File: config.mk
export PLATFORM = sky130hd
export DESIGN_NAME = triangle_p1_surface_curl
export DESIGN_NICKNAME = d
export VERILOG_FILES = /design/src/hdl/tpsc_pkg.sv /design/src/hdl/tpsc_ctrl.sv /design/src/hdl/tpsc_dp.sv /design/src/hdl/triangle_p1_surface_curl.sv
export SDC_FILE = /design/constraint.sdc
export NUM_CORES = 2
export LEC_CHECK = 0
export BUFFER_PORTS_ARGS = -buffer_cell sky130_fd_sc_hd__clkbuf_2
export CAP_MARGIN = 20
export CORE_ASPECT_RATIO = 0.8
export CORE_MARGIN = 5
export CORE_UTILIZATION = 37
export CTS_CLUSTER_DIAMETER = 100
export DETAILED_ROUTE_END_ITERATION = 10
export PLACE_DENSITY = 0.52
export SLEW_MARGIN = 20
export SYNTH_ARGS = -nofsm -noshare
export SYNTH_HDL_FRONTEND = slang
export SYNTH_SLANG_ARGS = --single-unit
File: constraint.sdc
create_clock -name clk -period 32.5 [get_ports clk]
set_input_delay 6.5 -clock clk [delete_from_list [all_inputs] [get_ports clk]]
set_output_delay 6.5 -clock clk [all_outputs]
set_load 0.01 [all_outputs]
File: src/hdl/tpsc_pkg.sv
// Shared constants, command and status types for the triangle surface curl block.
`timescale 1ns / 1ps
`default_nettype none
package tpsc_pkg;

  localparam int COORD_WIDTH_DEF      = 32;
  localparam int NORMAL_FRAC_BITS_DEF = 30;

  // Accumulator width of the multiply-accumulate unit; numerators stay below 2^98.
  localparam int ACCW   = 104;
  // Multiplier operand width (edge component or normal component, sign-extended).
  localparam int YW     = 34;
  // Dividend width of the restoring divider.
  localparam int DW     = 100;
  // Number of multiply-accumulate steps per triangle.
  localparam int NSTEP  = 13;
  localparam int STEP_W = 4;
  localparam int CNT_W  = 7;

  localparam logic [1:0] REQ_NORMAL = 2'd3;
  localparam logic [1:0] COMP_Z     = 2'd2;
  localparam logic [1:0] NUM_SEL0   = 2'd0;
  localparam logic [1:0] NUM_SEL1   = 2'd1;
  localparam logic [1:0] NUM_SEL2   = 2'd2;

  typedef struct packed {
    logic              capture;
    logic              mac_load;
    logic              mac_run;
    logic              mac_msb;
    logic [STEP_W-1:0] step;
    logic              div_load;
    logic              div_run;
    logic              div_last;
    logic [1:0]        div_sel;
    logic              out_load;
  } tpsc_cmd_t;

  typedef struct packed {
    logic area_zero;
  } tpsc_stat_t;

endpackage
`default_nettype wire

File: src/hdl/tpsc_ctrl.sv
// Sequencer for the triangle surface curl block: handshakes, step and bit counters.
`timescale 1ns / 1ps
`default_nettype none
module tpsc_ctrl (
  input  wire logic                clk,
  input  wire logic                rst,
  input  wire logic                in_valid,
  output logic                     in_ready,
  input  wire logic [1:0]          in_type,
  output logic                     out_valid,
  input  wire logic                out_ready,
  input  wire tpsc_pkg::tpsc_stat_t stat,
  output tpsc_pkg::tpsc_cmd_t      cmd
);
  import tpsc_pkg::*;

  typedef enum logic [6:0] {
    S_IDLE  = 7'b0000001,
    S_CHK   = 7'b0000010,
    S_MLOAD = 7'b0000100,
    S_MRUN  = 7'b0001000,
    S_DLOAD = 7'b0010000,
    S_DRUN  = 7'b0100000,
    S_FIN   = 7'b1000000
  } state_t;

  state_t            state, state_next;
  logic [STEP_W-1:0] step, step_next;
  logic [CNT_W-1:0]  cnt, cnt_next;
  logic [1:0]        sel, sel_next;
  logic              out_valid_next;

  always_comb begin
    state_next = state;
    step_next  = step;
    cnt_next   = cnt;
    sel_next   = sel;
    in_ready   = 1'b0;
    cmd        = '0;
    cmd.step   = step;
    cmd.div_sel = sel;
    unique case (state)
      S_IDLE: begin
        in_ready    = 1'b1;
        cmd.capture = in_valid;
        if (in_valid && in_type == REQ_NORMAL) begin
          state_next = S_CHK;
        end
      end
      S_CHK: begin
        step_next  = '0;
        state_next = stat.area_zero ? S_FIN : S_MLOAD;
      end
      S_MLOAD: begin
        cmd.mac_load = 1'b1;
        cnt_next     = '0;
        state_next   = S_MRUN;
      end
      S_MRUN: begin
        cmd.mac_run = 1'b1;
        cmd.mac_msb = (cnt == CNT_W'(YW - 1));
        if (cmd.mac_msb) begin
          if (step == STEP_W'(NSTEP - 1)) begin
            sel_next   = NUM_SEL0;
            state_next = S_DLOAD;
          end else begin
            step_next  = step + STEP_W'(1);
            state_next = S_MLOAD;
          end
        end else begin
          cnt_next = cnt + CNT_W'(1);
        end
      end
      S_DLOAD: begin
        cmd.div_load = 1'b1;
        cnt_next     = '0;
        state_next   = S_DRUN;
      end
      S_DRUN: begin
        cmd.div_run  = 1'b1;
        cmd.div_last = (cnt == CNT_W'(DW - 1));
        if (cmd.div_last) begin
          if (sel == NUM_SEL2) begin
            state_next = S_FIN;
          end else begin
            sel_next   = sel + 2'd1;
            state_next = S_DLOAD;
          end
        end else begin
          cnt_next = cnt + CNT_W'(1);
        end
      end
      S_FIN: begin
        if (!out_valid || out_ready) begin
          cmd.out_load = 1'b1;
          state_next   = S_IDLE;
        end
      end
      default: state_next = S_IDLE;
    endcase
  end

  always_comb begin
    if (cmd.out_load) begin
      out_valid_next = 1'b1;
    end else if (out_ready) begin
      out_valid_next = 1'b0;
    end else begin
      out_valid_next = out_valid;
    end
  end

  always_ff @(posedge clk) begin
    if (rst) begin
      state     <= S_IDLE;
      step      <= '0;
      cnt       <= '0;
      sel       <= '0;
      out_valid <= 1'b0;
    end else begin
      state     <= state_next;
      step      <= step_next;
      cnt       <= cnt_next;
      sel       <= sel_next;
      out_valid <= out_valid_next;
    end
  end

endmodule
`default_nettype wire

File: src/hdl/tpsc_dp.sv
// Datapath: vertex and normal registers, bit-serial multiply-accumulate, divider, rounding.
`timescale 1ns / 1ps
`default_nettype none
module tpsc_dp #(
  parameter int COORD_WIDTH      = tpsc_pkg::COORD_WIDTH_DEF,
  parameter int NORMAL_FRAC_BITS = tpsc_pkg::NORMAL_FRAC_BITS_DEF
) (
  input  wire logic                 clk,
  input  wire logic                 rst,
  input  wire tpsc_pkg::tpsc_cmd_t  cmd,
  output tpsc_pkg::tpsc_stat_t      stat,
  input  wire logic [127:0]         in_data,
  input  wire logic [1:0]           in_type,
  input  wire logic                 in_last,
  input  wire logic                 cfg_we,
  input  wire logic [1:0]           cfg_data,
  output logic [95:0]               out_data,
  output logic                      out_deg,
  output logic                      out_last
);
  import tpsc_pkg::*;

  localparam int CW = (COORD_WIDTH < 32) ? COORD_WIDTH : 32;
  localparam int AW = CW + 1;
  localparam int RS = 2 * NORMAL_FRAC_BITS - 16;

  logic signed [CW-1:0]   vtx [3][3];
  logic signed [31:0]     nrm [3];
  logic [31:0]            area;
  logic                   last_r;
  logic [1:0]             comp;

  logic signed [ACCW-1:0] nn, s1, s2, num1, num2;
  logic signed [ACCW-1:0] xr, acc, acc_next, term, x_sel;
  logic signed [YW-1:0]   yr, y_sel;
  logic                   sub_r, clr_sel, sub_sel;

  logic [DW-1:0]          dvd, dvd_next;
  logic [32:0]            rem, rem2, rem_next;
  logic                   neg_r, ge;
  logic signed [ACCW-1:0] num_sel, num_mag;
  logic [31:0]            res [3];

  logic [1:0]             d;
  logic signed [AW-1:0]   a1 [3];
  logic signed [AW-1:0]   a2 [3];

  // Rounds half away from zero after the fixed-point shift, then clamps.
  function automatic logic [31:0] rnd_sat(input logic [DW-1:0] q, input logic neg);
    logic [DW-1:0] qs;
    logic [DW:0]   r;
    qs = q >> RS;
    r  = ({1'b0, qs} + (DW + 1)'(1)) >> 1;
    if (neg) begin
      if (r > (DW + 1)'(33'h080000000)) begin
        rnd_sat = 32'h80000000;
      end else begin
        rnd_sat = ~r[31:0] + 32'd1;
      end
    end else begin
      if (r > (DW + 1)'(32'h7FFFFFFF)) begin
        rnd_sat = 32'h7FFFFFFF;
      end else begin
        rnd_sat = r[31:0];
      end
    end
  endfunction

  assign d              = (comp > COMP_Z) ? COMP_Z : comp;
  assign stat.area_zero = (area == 32'd0);

  always_comb begin
    for (int i = 0; i < 3; i++) begin
      a1[i] = AW'(vtx[1][i]) - AW'(vtx[0][i]);
      a2[i] = AW'(vtx[2][i]) - AW'(vtx[0][i]);
    end
  end

  // Operand selection per step: n.n, n.a1, n.a2, then the two numerators.
  always_comb begin
    x_sel   = '0;
    y_sel   = '0;
    clr_sel = 1'b0;
    sub_sel = 1'b0;
    case (cmd.step)
      4'd0:  begin x_sel = ACCW'(nrm[0]); y_sel = YW'(nrm[0]); clr_sel = 1'b1; end
      4'd1:  begin x_sel = ACCW'(nrm[1]); y_sel = YW'(nrm[1]); end
      4'd2:  begin x_sel = ACCW'(nrm[2]); y_sel = YW'(nrm[2]); end
      4'd3:  begin x_sel = ACCW'(a1[0]);  y_sel = YW'(nrm[0]); clr_sel = 1'b1; end
      4'd4:  begin x_sel = ACCW'(a1[1]);  y_sel = YW'(nrm[1]); end
      4'd5:  begin x_sel = ACCW'(a1[2]);  y_sel = YW'(nrm[2]); end
      4'd6:  begin x_sel = ACCW'(a2[0]);  y_sel = YW'(nrm[0]); clr_sel = 1'b1; end
      4'd7:  begin x_sel = ACCW'(a2[1]);  y_sel = YW'(nrm[1]); end
      4'd8:  begin x_sel = ACCW'(a2[2]);  y_sel = YW'(nrm[2]); end
      4'd9:  begin x_sel = nn; y_sel = YW'(a2[d]);  clr_sel = 1'b1; end
      4'd10: begin x_sel = s2; y_sel = YW'(nrm[d]); sub_sel = 1'b1; end
      4'd11: begin x_sel = s1; y_sel = YW'(nrm[d]); clr_sel = 1'b1; end
      4'd12: begin x_sel = nn; y_sel = YW'(a1[d]);  sub_sel = 1'b1; end
      default: begin x_sel = '0; y_sel = '0; end
    endcase
  end

  // The multiplier sign bit carries negative weight.
  assign term     = yr[0] ? xr : '0;
  assign acc_next = (cmd.mac_msb ^ sub_r) ? acc - term : acc + term;

  always_comb begin
    case (cmd.div_sel)
      NUM_SEL0: num_sel = -(num1 + num2);
      NUM_SEL1: num_sel = num1;
      default:  num_sel = num2;
    endcase
    num_mag = num_sel[ACCW-1] ? -num_sel : num_sel;
  end

  assign rem2     = {rem[31:0], dvd[DW-1]};
  assign ge       = (rem2 >= {1'b0, area});
  assign rem_next = ge ? rem2 - {1'b0, area} : rem2;
  assign dvd_next = {dvd[DW-2:0], ge};

  always_ff @(posedge clk) begin
    if (rst) begin
      comp <= '0;
    end else if (cfg_we) begin
      comp <= cfg_data;
    end
    if (cmd.capture) begin
      if (in_type == REQ_NORMAL) begin
        nrm[0] <= in_data[31:0];
        nrm[1] <= in_data[63:32];
        nrm[2] <= in_data[95:64];
        area   <= in_data[127:96];
        last_r <= in_last;
      end else begin
        vtx[in_type][0] <= in_data[CW-1:0];
        vtx[in_type][1] <= in_data[32+CW-1:32];
        vtx[in_type][2] <= in_data[64+CW-1:64];
      end
    end
    if (cmd.mac_load) begin
      xr    <= x_sel;
      yr    <= y_sel;
      sub_r <= sub_sel;
      if (clr_sel) begin
        acc <= '0;
      end
    end
    if (cmd.mac_run) begin
      xr  <= xr <<< 1;
      yr  <= yr >>> 1;
      acc <= acc_next;
      if (cmd.mac_msb) begin
        case (cmd.step) inside
          [4'd0:4'd2]:  nn   <= acc_next;
          [4'd3:4'd5]:  s1   <= acc_next;
          [4'd6:4'd8]:  s2   <= acc_next;
          [4'd9:4'd10]: num1 <= acc_next;
          default:      num2 <= acc_next;
        endcase
      end
    end
    if (cmd.div_load) begin
      dvd   <= num_mag[DW-1:0];
      rem   <= '0;
      neg_r <= num_sel[ACCW-1];
    end
    if (cmd.div_run) begin
      dvd <= dvd_next;
      rem <= rem_next;
      if (cmd.div_last) begin
        res[cmd.div_sel] <= rnd_sat(dvd_next, neg_r);
      end
    end
    if (cmd.out_load) begin
      out_deg  <= stat.area_zero;
      out_last <= last_r;
      out_data <= stat.area_zero ? '0 : {res[2], res[1], res[0]};
    end
  end

endmodule
`default_nettype wire

File: src/hdl/triangle_p1_surface_curl.sv
// Top level of the triangle surface curl block: ports, controller and datapath.
// A vertex word is taken while the block is idle; a normal word yields its result word
// once the bit-serial multiply-accumulate unit and the restoring divider have run, one
// bit per cycle each. No new input word is taken until the current triangle is done;
// a zero-area triangle skips the multiply-accumulate steps and the divisions.
// Reset (rst, synchronous, active high) clears the controller, output valid and component.
`timescale 1ns / 1ps
`default_nettype none
module triangle_p1_surface_curl #(
  parameter int COORD_WIDTH      = tpsc_pkg::COORD_WIDTH_DEF,
  parameter int NORMAL_FRAC_BITS = tpsc_pkg::NORMAL_FRAC_BITS_DEF
) (
  input  wire logic         clk,
  input  wire logic         rst,
  // Input words: one per vertex, then the normal plus area that starts the computation.
  input  wire logic         s_axis_tvalid,
  output logic              s_axis_tready,
  input  wire logic [127:0] s_axis_tdata,  // comp_x, comp_y, comp_z, tri_area
  input  wire logic [1:0]   s_axis_tuser,  // req_type
  input  wire logic         s_axis_tlast,  // last_in
  // Result words, one per normal word.
  output logic              m_axis_tvalid,
  input  wire logic         m_axis_tready,
  output logic [95:0]       m_axis_tdata,  // curl_node0, curl_node1, curl_node2
  output logic [0:0]        m_axis_tuser,  // degenerate
  output logic              m_axis_tlast,  // last_out
  // Component select register, writable whenever the block is idle.
  input  wire logic         cfg_valid,
  output logic              cfg_ready,
  input  wire logic [1:0]   cfg_data
);
  import tpsc_pkg::*;

  tpsc_cmd_t  cmd;
  tpsc_stat_t stat;

  // The register write never stalls.
  assign cfg_ready = 1'b1;

  // The controller walks 13 multiply-accumulate steps (n.n, n.a1, n.a2 and the two
  // numerators, using n x (a x n) = a(n.n) - n(n.a)), then three divisions by the area.
  // The finished word sits in an output register so the block is free while it waits.
  tpsc_ctrl u_ctrl (
    .clk       (clk),
    .rst       (rst),
    .in_valid  (s_axis_tvalid),
    .in_ready  (s_axis_tready),
    .in_type   (s_axis_tuser),
    .out_valid (m_axis_tvalid),
    .out_ready (m_axis_tready),
    .stat      (stat),
    .cmd       (cmd)
  );

  tpsc_dp #(
    .COORD_WIDTH      (COORD_WIDTH),
    .NORMAL_FRAC_BITS (NORMAL_FRAC_BITS)
  ) u_dp (
    .clk      (clk),
    .rst      (rst),
    .cmd      (cmd),
    .stat     (stat),
    .in_data  (s_axis_tdata),
    .in_type  (s_axis_tuser),
    .in_last  (s_axis_tlast),
    .cfg_we   (cfg_valid & cfg_ready),
    .cfg_data (cfg_data),
    .out_data (m_axis_tdata),
    .out_deg  (m_axis_tuser[0]),
    .out_last (m_axis_tlast)
  );

endmodule
`default_nettype wire

==> results.sh <==
export IMPL_synth_edf_count=1506
export IMPL_tns_ns=0
export IMPL_insertion_delay_ns=0.87
export IMPL_ctsLongestPathBuffers=4
export IMPL_synth_top_area_frac=0.4875
export IMPL_grt_pass1_wl_um=459500
export IMPL_hold_viol=0
export IMPL_cts_resized=0
export IMPL_port_buffer_count=237
export IMPL_hold_path_class="reg2reg"
export IMPL_cts_tree="done"
export IMPL_hold_buffers=0
export IMPL_cp_start_kind="flop"
export IMPL_finClkSkew_ns=0.06197
export IMPL_clkTransAtPathRegs_ns=0.06
export IMPL_final_nets=9712
export IMPL_routed_wl_um=312800
export IMPL_finalMaxSlewViolations=0
export IMPL_row_count=164
export IMPL_synth_net_count=9605
export IMPL_first_pass_iters=6
export IMPL_cap_violations=0
export IMPL_required_ns=33.20
export IMPL_routedWlPerCell_um=25.07
export IMPL_htreeDepth=4
export IMPL_power_density_nw_per_um2=42.01
export IMPL_crit_arrival_ns=10.09
export IMPL_drive_above_1_share=0.08659
export IMPL_yosysWarnings=0
export IMPL_die_h_um=457.8
export IMPL_synth_cells=8912
export IMPL_grt_max_degree=119
export IMPL_power_mw=4.342
export IMPL_vias=73050
export IMPL_drt_iter0_drc=8856
export IMPL_cts_root_buf="clkbuf_16"
export IMPL_antenna_left=0
export IMPL_rsz0062_at_grt="no"
export IMPL_yosysSeqAreaShare=0.4927
export IMPL_setup_viol=0
export IMPL_synthTopCellsByArea="edfxtp_1 49%, ha_1 7.4%, a21oi_1 3.6%"
export IMPL_max_slew_margin=0.1810
export IMPL_fillCellCount=24040
export IMPL_gp_congestion=0.9449
export IMPL_final_cell_mix="1506 x edfxtp_1, 716 x nand2_1, 672 x a21oi_1"
export IMPL_yosys_register_bits=1530
export IMPL_cts_sinks=1530
export IMPL_place_hpwl_um=232900
export IMPL_die_x_um=569.8
export IMPL_cp_slowest_cell="nor4_1"
export IMPL_grt_usage=0.2305
export IMPL_vdd_drop_max_v=0.00004076
export IMPL_syn_to_final_growth_pct=11.42
export IMPL_initial_utilization=0.3718
export IMPL_io_pins=239
export IMPL_synth_area_per_cell_um2=10.41
export IMPL_min_period_ns=9.385
export IMPL_synth_area_um2=92760
export IMPL_synth_async_reset_ratio=0
export IMPL_vias_per_cell=5.856
export IMPL_cts_buffers=174
export IMPL_mostFrequentLayoutCell="edfxtp_1"
export IMPL_post_cts_buffers=0
export IMPL_power_leakage_nw=38.36
export IMPL_ys_flop_type="edfxtp_1"
export IMPL_first_global_vias=68660
export IMPL_slowest_delay_ns=0.75
export IMPL_min_period_over_period=0.2888
export IMPL_drc=0
export IMPL_yosys_cell_types_count=113
export IMPL_endpoint_kind="flop"
export IMPL_path_max_fanout=29
export IMPL_core_um2=249500
export IMPL_yosys_area_top_type="edfxtp_1"
export IMPL_fmax_ghz=0.1066
export IMPL_grt_antenna_before_repair=17
export IMPL_die_area_um2=260900
export IMPL_grt_ovfl_total=0
export IMPL_tightest_slew_ns=1.220
export IMPL_path_class="reg2reg"
export IMPL_outcome="finished, final reports clean"
## critical path: cells and delay by family (launching register included)
kind | cells | cell delay [ns]
adders and majority gates | 1 | 0.34
xor gates and xnor gates | 1 | 0.65
DFF | 1 | 0.49
buffers and inverters | 1 | 0.31
AOI/OAI and AO/OA | 16 | 4.46
and+or+nand+nor | 9 | 2.95
## logic make-up (layout without fill, tap and decap cells)
kind of cell | after synthesis | after routing | share of synthesized area
compound gates | 2677 | 2677 | 0.1921
xor+xnor | 544 | 544 | 0.05136
fa+ha+maj | 555 | 555 | 0.07559
buf+inv | 939 | 1174 | 0.03897
flops | 1530 | 1530 | 0.4927
mux | 79 | 79 | 0.008835
other cells | 1 | 9 | 0.00004043
simple gates | 2587 | 2587 | 0.1404
## flip-flops by register name, summed over array words and instances (netlist names), 34 cells and up
name / flops
u_dp.vtx: 288
u_dp.acc: 104
u_dp.nn: 104
u_dp.num1: 104
u_dp.num2: 104
u_dp.s1: 104
u_dp.s2: 104
u_dp.xr: 104
u_dp.dvd: 100
m_axis_tdata: 96
u_dp.nrm: 96
u_dp.res: 96
u_dp.yr: 34
## area by class of cell
cell class	instances	area, µm²	area share
inverters	510	1914	0.01852
clock buffers	209	4599	0.04450
clock inverters	95	993.5	0.009612
repair buffers	360	2197	0.02126
flip-flops and latches	1530	45710	0.4423
diodes	8	20.02	0.0001937
well taps	3320	4154	0.04019
multi-input cells	6443	43770	0.4235
## synthesized netlist by cell type, drive strengths merged (22+ instances only)
cell type,instances
edfxtp,1506
nand2,721
a21oi,677
o21ai,562
ha,546
nor2,513
inv,507
clkbuf,367
xnor2,319
nand3,270
a21o,261
xor2,225
nor3,174
nand4,163
nor2b,151
a22oi,147
and2,143
a22o,117
a222oi,99
a31oi,99
o21bai,95
a211oi,87
and3,87
nand2b,85
or3,68
o21a,66
buf,62
mux2i,56
nor4,55
o211ai,53
o31ai,52
a221oi,50
or2,34
a21boi,29
and4,29
a211o,26
or4,26
a2111oi,24
dfxtp,24
mux2,23
o221ai,22
o22ai,22
## report_power, final
part | total, mW | internal, mW | switching (mW) | leakage, nW
Combinational | 0.200 | 0.0705 | 0.129 | 22.0
Clock | 1.97 | 1.15 | 0.820 | 2.71
Sequential | 2.17 | 2.16 | 0.00738 | 13.6
Total | 4.34 | 3.39 | 0.956 | 38.4
## through the flow
stage	cell area, µm²	hold slack (ns)	setup slack (ns)	cells	util
4_1_cts	103300	0.4422	23.37	12470	0.4139
2_1_floorplan	92760	0.4003	18.26	8912	-
3_5_place_dp	97690	0.4103	22.90	12160	0.3915
6_report	103400	0.4372	23.12	12480	0.4142
3_3_place_gp	97670	0.4127	22.95	12160	0.3914
5_1_grt	103300	0.4481	22.70	12470	0.4142
## worst paths after layout
path,endpoint,startpoint,slack (ns),cells past startpoint
setup / recovery,u_dp.acc[100]$_SDFFCE_PN0P_,u_dp.xr[11]$_DFFE_PP_,23.12,28
hold / removal,u_dp.out_last$_DFFE_PP_,u_dp.last_r$_DFFE_PP_,0.44,0
setup reg to reg,u_dp.acc[100]$_SDFFCE_PN0P_,u_dp.xr[11]$_DFFE_PP_,23.12,28
hold reg to reg,u_dp.out_last$_DFFE_PP_,u_dp.last_r$_DFFE_PP_,0.44,0
## layer usage
layer / part of all wire / up-vias / wire [µm] / track usage
met5: 0.000035 / - / 11 / 0
met4: 0.017 / 2 / 5359 / 0.04016
met3: 0.087 / 370 / 27220 / 0.04397
met2: 0.38 / 2915 / 119100 / 0.3069
met1: 0.51 / 35840 / 161000 / 0.3808
li1: - / 33930 / - / -
No activity file was read; power rests on OpenSTA's default activity.
